$ cat config.mk
export PLATFORM = sky130hd
export DESIGN_NAME = priority_task_scheduler_with_delays
export DESIGN_NICKNAME = d
export VERILOG_FILES = /design/src/pts_pkg.sv /design/src/pts_ctrl.sv /design/src/pts_dp.sv /design/src/priority_task_scheduler_with_delays.sv
export SDC_FILE = /design/constraint.sdc
export NUM_CORES = 1
export LEC_CHECK = 0
export BUFFER_PORTS_ARGS = -buffer_cell sky130_fd_sc_hd__buf_4
export CORE_UTILIZATION = 35
export DETAILED_ROUTE_END_ITERATION = 8
export MAX_ROUTING_LAYER = met4
export PLACE_DENSITY = 0.48
export SLEW_MARGIN = 20
export SYNTH_ARGS = -nofsm -noshare
export SYNTH_HDL_FRONTEND = slang
export SYNTH_HIERARCHICAL = 1
export SYNTH_SLANG_ARGS = --single-unit
$ cat constraint.sdc
create_clock -name i_clk -period 5.5 [get_ports i_clk]
set_clock_uncertainty 0.2 [all_clocks]
set_input_delay 1.375 -clock i_clk [delete_from_list [all_inputs] [get_ports i_clk]]
set_output_delay 1.375 -clock i_clk [all_outputs]
set_load 0.02 [all_outputs]
$ cat src/pts_pkg.sv
// Shared types and constants for the priority task scheduler.
package pts_pkg;

    localparam int NUM_PRIOS   = 32;
    localparam int NUM_THREADS = NUM_PRIOS - 1;
    localparam int PRIO_W      = 5;
    localparam int TICKS_W     = 32;
    localparam int OP_W        = 2;
    localparam int IDX_W       = (NUM_THREADS > 1) ? $clog2(NUM_THREADS) : 1;
    localparam int WALK_W      = $clog2(NUM_THREADS + 1);

    typedef enum logic [OP_W-1:0] {
        OP_START = 2'd0,
        OP_DELAY = 2'd1,
        OP_TICK  = 2'd2,
        OP_SCHED = 2'd3
    } t_opcode;

    typedef enum logic [1:0] {
        ST_IDLE,
        ST_EXEC,
        ST_TICK,
        ST_RESULT
    } t_state;

    typedef struct packed {
        logic capture;
        logic exec;
        logic tick_step;
        logic finish;
    } t_dp_cmd;

    typedef struct packed {
        t_opcode op;
        logic    walk_done;
    } t_dp_stat;

endpackage

$ cat src/pts_ctrl.sv
// Controller state machine sequencing one scheduler command at a time.
module pts_ctrl (
    input  logic              i_clk,
    input  logic              i_rst_n,
    input  logic              start,
    output logic              busy,
    input  pts_pkg::t_dp_stat i_stat,
    output pts_pkg::t_dp_cmd  o_cmd
);

    pts_pkg::t_state r_state;
    pts_pkg::t_state n_state;

    always_ff @(posedge i_clk) begin
        if (!i_rst_n) begin
            r_state <= pts_pkg::ST_IDLE;
        end else begin
            r_state <= n_state;
        end
    end

    always_comb begin
        n_state = r_state;
        unique case (r_state)
            pts_pkg::ST_IDLE: begin
                if (start) begin
                    n_state = pts_pkg::ST_EXEC;
                end
            end
            pts_pkg::ST_EXEC: begin
                if (i_stat.op == pts_pkg::OP_TICK) begin
                    n_state = pts_pkg::ST_TICK;
                end else begin
                    n_state = pts_pkg::ST_RESULT;
                end
            end
            pts_pkg::ST_TICK: begin
                if (i_stat.walk_done) begin
                    n_state = pts_pkg::ST_RESULT;
                end
            end
            pts_pkg::ST_RESULT: begin
                n_state = pts_pkg::ST_IDLE;
            end
            default: begin
                n_state = pts_pkg::ST_IDLE;
            end
        endcase
    end

    always_comb begin
        o_cmd = '0;
        busy  = 1'b1;
        unique case (r_state)
            pts_pkg::ST_IDLE: begin
                busy          = 1'b0;
                o_cmd.capture = start;
            end
            pts_pkg::ST_EXEC: begin
                o_cmd.exec = 1'b1;
            end
            pts_pkg::ST_TICK: begin
                o_cmd.tick_step = 1'b1;
            end
            pts_pkg::ST_RESULT: begin
                o_cmd.finish = 1'b1;
            end
            default: begin
                busy = 1'b1;
            end
        endcase
    end

endmodule

$ cat src/pts_dp.sv
// Datapath: ready and delayed masks, timeout memory, walk counter, result word.
module pts_dp (
    input  logic                         i_clk,
    input  logic                         i_rst_n,
    input  pts_pkg::t_dp_cmd             i_cmd,
    output pts_pkg::t_dp_stat            o_stat,
    input  logic [pts_pkg::OP_W-1:0]     i_opcode,
    input  logic [pts_pkg::PRIO_W-1:0]   i_thread_prio,
    input  logic [pts_pkg::TICKS_W-1:0]  i_delay_ticks,
    output logic [pts_pkg::PRIO_W-1:0]   o_next_prio,
    output logic                         o_switch_request,
    output logic                         o_error,
    output logic                         o_valid
);

    logic [pts_pkg::TICKS_W-1:0]     r_mem [pts_pkg::NUM_THREADS];
    logic [pts_pkg::NUM_THREADS-1:0] r_ready;
    logic [pts_pkg::NUM_THREADS-1:0] n_ready;
    logic [pts_pkg::NUM_THREADS-1:0] r_delayed;
    logic [pts_pkg::NUM_THREADS-1:0] n_delayed;
    logic [pts_pkg::PRIO_W-1:0]      r_cur_prio;
    logic                            r_cur_valid;
    pts_pkg::t_opcode                r_op;
    logic [pts_pkg::PRIO_W-1:0]      r_prio;
    logic [pts_pkg::TICKS_W-1:0]     r_ticks;
    logic                            r_sched;
    logic                            n_sched;
    logic                            r_err;
    logic                            n_err;
    logic [pts_pkg::WALK_W-1:0]      r_walk;
    logic                            r_rd_vld;
    logic [pts_pkg::IDX_W-1:0]       r_rd_idx;
    logic [pts_pkg::TICKS_W-1:0]     r_rdata;
    logic [pts_pkg::PRIO_W-1:0]      r_out_prio;
    logic                            r_out_switch;
    logic                            r_out_error;
    logic                            r_out_valid;

    logic                            mem_we;
    logic [pts_pkg::IDX_W-1:0]       mem_waddr;
    logic [pts_pkg::TICKS_W-1:0]     mem_wdata;
    logic [pts_pkg::TICKS_W-1:0]     dec;
    logic [pts_pkg::PRIO_W-1:0]      hr;
    logic [pts_pkg::IDX_W-1:0]       start_idx;
    logic [pts_pkg::IDX_W-1:0]       cur_idx;
    logic                            start_ok;
    logic                            delay_bad;
    logic                            walk_more;
    logic                            sw;

    assign start_idx = pts_pkg::IDX_W'(r_prio - pts_pkg::PRIO_W'(1));
    assign cur_idx   = pts_pkg::IDX_W'(r_cur_prio - pts_pkg::PRIO_W'(1));
    assign start_ok  = (r_prio != '0) && (32'(r_prio) < 32'(pts_pkg::NUM_PRIOS));
    assign delay_bad = !r_cur_valid || (r_cur_prio == '0) || (r_ticks == '0);
    assign walk_more = r_walk < pts_pkg::WALK_W'(pts_pkg::NUM_THREADS);
    assign dec       = r_rdata - pts_pkg::TICKS_W'(1);
    assign sw        = !r_cur_valid || (hr != r_cur_prio);

    always_comb begin
        hr = '0;
        for (int i = 0; i < pts_pkg::NUM_THREADS; i++) begin
            if (r_ready[i]) begin
                hr = pts_pkg::PRIO_W'(i + 1);
            end
        end
    end

    always_comb begin
        n_ready   = r_ready;
        n_delayed = r_delayed;
        n_sched   = r_sched;
        n_err     = r_err;
        mem_we    = 1'b0;
        mem_waddr = cur_idx;
        mem_wdata = r_ticks;
        if (i_cmd.capture) begin
            n_sched = 1'b0;
            n_err   = 1'b0;
        end
        if (i_cmd.exec) begin
            case (r_op)
                pts_pkg::OP_START: begin
                    if (start_ok) begin
                        n_ready[start_idx] = 1'b1;
                    end
                end
                pts_pkg::OP_DELAY: begin
                    if (delay_bad) begin
                        n_err = 1'b1;
                    end else begin
                        n_ready[cur_idx]   = 1'b0;
                        n_delayed[cur_idx] = 1'b1;
                        mem_we             = 1'b1;
                        n_sched            = 1'b1;
                    end
                end
                pts_pkg::OP_SCHED: begin
                    n_sched = 1'b1;
                end
                default: begin
                    n_sched = r_sched;
                end
            endcase
        end
        if (i_cmd.tick_step && r_rd_vld && r_delayed[r_rd_idx]) begin
            mem_we    = 1'b1;
            mem_waddr = r_rd_idx;
            mem_wdata = dec;
            if (dec == '0) begin
                n_ready[r_rd_idx]   = 1'b1;
                n_delayed[r_rd_idx] = 1'b0;
            end
        end
    end

    // timeout memory: one write port, one registered read port
    always_ff @(posedge i_clk) begin
        if (mem_we) begin
            r_mem[mem_waddr] <= mem_wdata;
        end
        if (i_cmd.tick_step && walk_more) begin
            r_rdata <= r_mem[r_walk[pts_pkg::IDX_W-1:0]];
        end
    end

    always_ff @(posedge i_clk) begin
        if (i_cmd.capture) begin
            r_op    <= pts_pkg::t_opcode'(i_opcode);
            r_prio  <= i_thread_prio;
            r_ticks <= i_delay_ticks;
        end
        if (i_cmd.tick_step && walk_more) begin
            r_rd_idx <= r_walk[pts_pkg::IDX_W-1:0];
        end
        if (i_cmd.finish) begin
            r_out_prio   <= hr;
            r_out_switch <= r_sched && sw;
            r_out_error  <= r_err;
        end
    end

    always_ff @(posedge i_clk) begin
        if (!i_rst_n) begin
            r_ready     <= '0;
            r_delayed   <= '0;
            r_cur_prio  <= '0;
            r_cur_valid <= 1'b0;
            r_sched     <= 1'b0;
            r_err       <= 1'b0;
            r_walk      <= '0;
            r_rd_vld    <= 1'b0;
            r_out_valid <= 1'b0;
        end else begin
            r_ready     <= n_ready;
            r_delayed   <= n_delayed;
            r_sched     <= n_sched;
            r_err       <= n_err;
            r_out_valid <= i_cmd.finish;
            if (i_cmd.exec && (r_op == pts_pkg::OP_TICK)) begin
                r_walk   <= '0;
                r_rd_vld <= 1'b0;
            end else if (i_cmd.tick_step) begin
                if (walk_more) begin
                    r_walk   <= r_walk + pts_pkg::WALK_W'(1);
                    r_rd_vld <= 1'b1;
                end else begin
                    r_rd_vld <= 1'b0;
                end
            end
            if (i_cmd.finish && r_sched) begin
                r_cur_prio  <= hr;
                r_cur_valid <= 1'b1;
            end
        end
    end

    assign o_stat.op        = r_op;
    assign o_stat.walk_done = !walk_more && !r_rd_vld;

    assign o_next_prio      = r_out_prio;
    assign o_switch_request = r_out_switch;
    assign o_error          = r_out_error;
    assign o_valid          = r_out_valid;

endmodule

$ cat src/priority_task_scheduler_with_delays.sv
// Top level of the bitmap priority scheduler with timed delays.
// One command word is taken when start is high and busy is low; its single
// result word appears on the o_ ports for exactly one cycle with o_valid high,
// and the receiver cannot stall it. Start, delay and schedule pass through the
// EXEC and RESULT states, and the result is registered after RESULT. A tick's
// length is set by the walk in the TICK state over the timeout memory, one entry
// read per cycle through its single read port with the update overlapped. busy
// drops in the cycle the result is shown, so the next command can be taken then.
module priority_task_scheduler_with_delays (
    input  logic                         i_clk,
    input  logic                         i_rst_n,
    input  logic                         start,
    output logic                         busy,
    input  logic [pts_pkg::OP_W-1:0]     i_opcode,
    input  logic [pts_pkg::PRIO_W-1:0]   i_thread_prio,
    input  logic [pts_pkg::TICKS_W-1:0]  i_delay_ticks,
    output logic [pts_pkg::PRIO_W-1:0]   o_next_prio,
    output logic                         o_switch_request,
    output logic                         o_error,
    output logic                         o_valid
);

    pts_pkg::t_dp_cmd  cmd;
    pts_pkg::t_dp_stat stat;

    pts_ctrl u_ctrl (
        .i_clk   (i_clk),
        .i_rst_n (i_rst_n),
        .start   (start),
        .busy    (busy),
        .i_stat  (stat),
        .o_cmd   (cmd)
    );

    pts_dp u_dp (
        .i_clk            (i_clk),
        .i_rst_n          (i_rst_n),
        .i_cmd            (cmd),
        .o_stat           (stat),
        .i_opcode         (i_opcode),
        .i_thread_prio    (i_thread_prio),
        .i_delay_ticks    (i_delay_ticks),
        .o_next_prio      (o_next_prio),
        .o_switch_request (o_switch_request),
        .o_error          (o_error),
        .o_valid          (o_valid)
    );

    a_single_strobe: assert property (@(posedge i_clk) disable iff (!i_rst_n)
        o_valid |=> !o_valid)
        else $error("result strobe held longer than one cycle");

    a_busy_after_accept: assert property (@(posedge i_clk) disable iff (!i_rst_n)
        (start && !busy) |=> (busy && !o_valid))
        else $error("accepted word did not raise busy");

    a_error_no_switch: assert property (@(posedge i_clk) disable iff (!i_rst_n)
        o_valid && o_error |-> !o_switch_request)
        else $error("rejected delay raised a switch request");

endmodule
==> metrics.yaml <==
status: "complete, no violations"
core_area_um2: 132000
r2r_cells: 8
hold_ws_ns: 0.246
hold_end: "u_dp/o_error"
maxSlewHeadroom: 0.232
io_pins: 51
drcViolationCount: 0
post_cts_resized: 0
slew_violations: 0
synth_edf_count: 1075
tns_ns: 0
ir_drop_uv: 288
grt_pass1_wl_um: 184000
min-delay-start: "u_dp/r_err"
clk_latency_ns: 0.77
syn_to_final_growth_pct: 16.1
synth_top_area_cell: "edfxtp_1"
synth_seq_cells: 1154
wire_per_inst_um: 28.5
die-height_um: 367
viasPerCell: 5.51
clockRootBuffer: "clkbuf_16"
reg2reg_to: "u_dp/r_mem[14][26]"
synth_flop_cell: "edfxtp_1"
critPathRequiredTime_ns: 5.71
synth_nets: 2538
hold_depth: 0
maxCapViolCount: 0
worstSetupPathType: "register to register"
grt_usage: 0.196
switching_power_mw: 5.63
vias: 24662
layout.nets: 2668
post_cts_buffers: 0
die-width_um: 367
drive_gt1_frac: 0.271
hold_violations: 0
fmax_ghz: 0.213
switching_share: 0.256
mostFrequentLayoutCells: "1,075 x edfxtp_1, 295 x mux4_2, 124 x clkbuf_16, 124 x buf_4, 115 x nor2_1"
dr.pass1.iters: 5
crit_arrival_ns: 4.89
cp_top_family: "simple AND/OR/NAND/NOR gates"
ctsLongestPathBuffers: 3
power_frac_seq: 0.478
ys_top_cells_by_area: "edfxtp_1 69%, mux4_2 14%, dfxtp_1 3.4%"
register_area_um2: 33900
syn-cell-area_um2: 46500
syn_inst: 2483
reg2reg_from: "u_dp/r_rd_idx[0]"
min_path_type: "register to register"
p_int_mw: 16.4
fin_crit_ns: 4.69
place_congestion: 0.868
final_common_cell: "edfxtp_1"
slowest_stage: "edfxtp_1"
fillCellCount: 11631
crit_fanout: 22
synth-async-reset-ratio: 0
cts_tree: "built"
antenna_found_initial: 3
ys_warn_count: 6
globalRouteOverflowTotal: 0
cts_buffers: 121
setup_violations: 0
cp-end-kind: "register"
synthDominantCellAreaShare: 0.694
path_cells: "mux4_2, mux2_2, a211oi_1, a211oi_4, nor4_1, a21oi_2, nor2_4, buf_4"
worstMarginPinSlew_ns: 1.15
ctsHoldBuffers: 0
hpwl_um: 73700
clock_power_share: 0.376
post_synth.cell_area_avg_um2: 18.7
port_buffers: 50
multi_input_area_um2: 12300
ys_types: 70
drt_iter0_drc: 2562
p_per_area_nw_per_um2: 408
cp_num_buf_inv: 1
drtAntennaViolNets: 0
grt_max_degree: 97
r2r_setup_slack_ns: 0.81
diodes: 0
start_util: 0.353
comb_power_share: 0.147
cp-start-kind: "register"
p_leak_nw: 16.2
fin_crit_sh: 0.852
rsz0062_at_grt: "no"
grt_pass1_vias: 25160
row_count: 133
htreeDepth: 3
synth-seq-area-share: 0.728
clock-sinks: 1154
drt-total-wl_um: 128000
max_stage_delay_ns: 0.83
die-area_um2: 134000
clk_pin_slew_ns: 0.06
routing by layer:
metal,up-vias,part of all wire,track usage
li1,10477,-,-
met1,13192,0.45,0.277
met2,806,0.47,0.296
met3,187,0.057,0.0306
met4,0,0.024,0.0510
met5,-,0,-
worst max path at each step:
stage / slack (ns) / end / startpoint / cells after the start
after floorplan: 1.09 / u_dp/r_mem[28][0] / u_dp/r_rd_idx[0] / 10
after global placement: 0.87 / u_dp/r_mem[14][26] / u_dp/r_rd_idx[0] / 8
after detailed placement: 0.80 / u_dp/r_mem[14][26] / u_dp/r_rd_idx[0] / 8
after CTS: 0.78 / u_dp/r_mem[14][26] / u_dp/r_rd_idx[0] / 8
after global routing: 0.47 / u_dp/r_mem[14][2] / u_dp/r_rd_idx[0] / 8
final: 0.81 / u_dp/r_mem[14][26] / u_dp/r_rd_idx[0] / 8
layout make-up:
cell class                 count  share of cell area
sequential                  1154               0.627
tap                         1755              0.0407
timing repair buffer         150              0.0269
clock inverter                78              0.0154
inverter                      27             0.00188
multi-input combinational   1159               0.228
clock buffer                 149              0.0596
cells in the mapped netlist (4+ instances only):
library cell / n
buf_2: 8
xor2_1: 14
nor3_1: 30
a21oi_1: 96
or4_1: 6
and4_1: 15
nor2b_1: 14
o21a_1: 4
inv_1: 27
nand2_1: 78
nor4_1: 25
xnor2_1: 22
or3_1: 11
nand3b_1: 4
mux2_2: 36
o21bai_1: 4
ha_1: 13
a31oi_1: 27
nor4b_1: 6
clkbuf_1: 94
nand2b_1: 11
nor2_1: 147
o21ai_0: 81
or2_2: 6
o31ai_1: 10
nand3_1: 21
dfxtp_1: 79
buf_1: 38
a211oi_1: 9
mux2i_1: 36
edfxtp_1: 1075
nor3b_1: 11
and3_1: 11
nand4_1: 39
nand4b_1: 4
mux4_2: 295
a41o_1: 4
and2_1: 8
a22oi_1: 10
metrics by stage:
step                      area, µm²  cells  worst slack (ns)  utilization  total power [mW]
after detailed placement      50000   4245             0.801        0.380              14.0
after CTS                     54000   4472             0.781        0.410              22.3
final                         54000   4472             0.813        0.410              22.0
after global placement        50000   4245             0.872        0.380              13.9
after global routing          54000   4472             0.473        0.410              22.8
after floorplan               46500   2483              1.09            -              12.8
registers in the layout (all words and copies together) (netlist names), 2 cells and up:
register          count
u_dp/r_op             2
u_dp/r_cur_prio       5
u_dp/r_ticks         32
u_dp/r_ready         31
u_dp/r_mem          992
u_dp/r_walk           5
u_dp/r_delayed       31
u_dp/r_rdata         32
u_ctrl/r_state        2
u_dp/o_next_prio      5
u_dp/r_rd_idx         5
u_dp/r_prio           5
power by group through the flow:
stage	Sequential, mW	Combinational [mW]	Clock, mW
2_1_floorplan	10.6	2.20	0
3_3_place_gp	10.7	3.25	0
3_5_place_dp	10.7	3.30	0
4_1_cts	10.5	3.31	8.48
5_1_grt	10.5	3.48	8.81
6_report	10.5	3.23	8.28
cells by family after synthesis:
family / Yosys count / share of synthesized area
flops: 1154 / 0.728
simple gates: 460 / 0.0514
mux: 367 / 0.159
compound gates: 283 / 0.0368
buf+inv: 170 / 0.0142
xor+xnor: 36 / 0.00678
fa+ha+maj: 13 / 0.00350
Note: power is estimated with default switching activity, not from simulation.
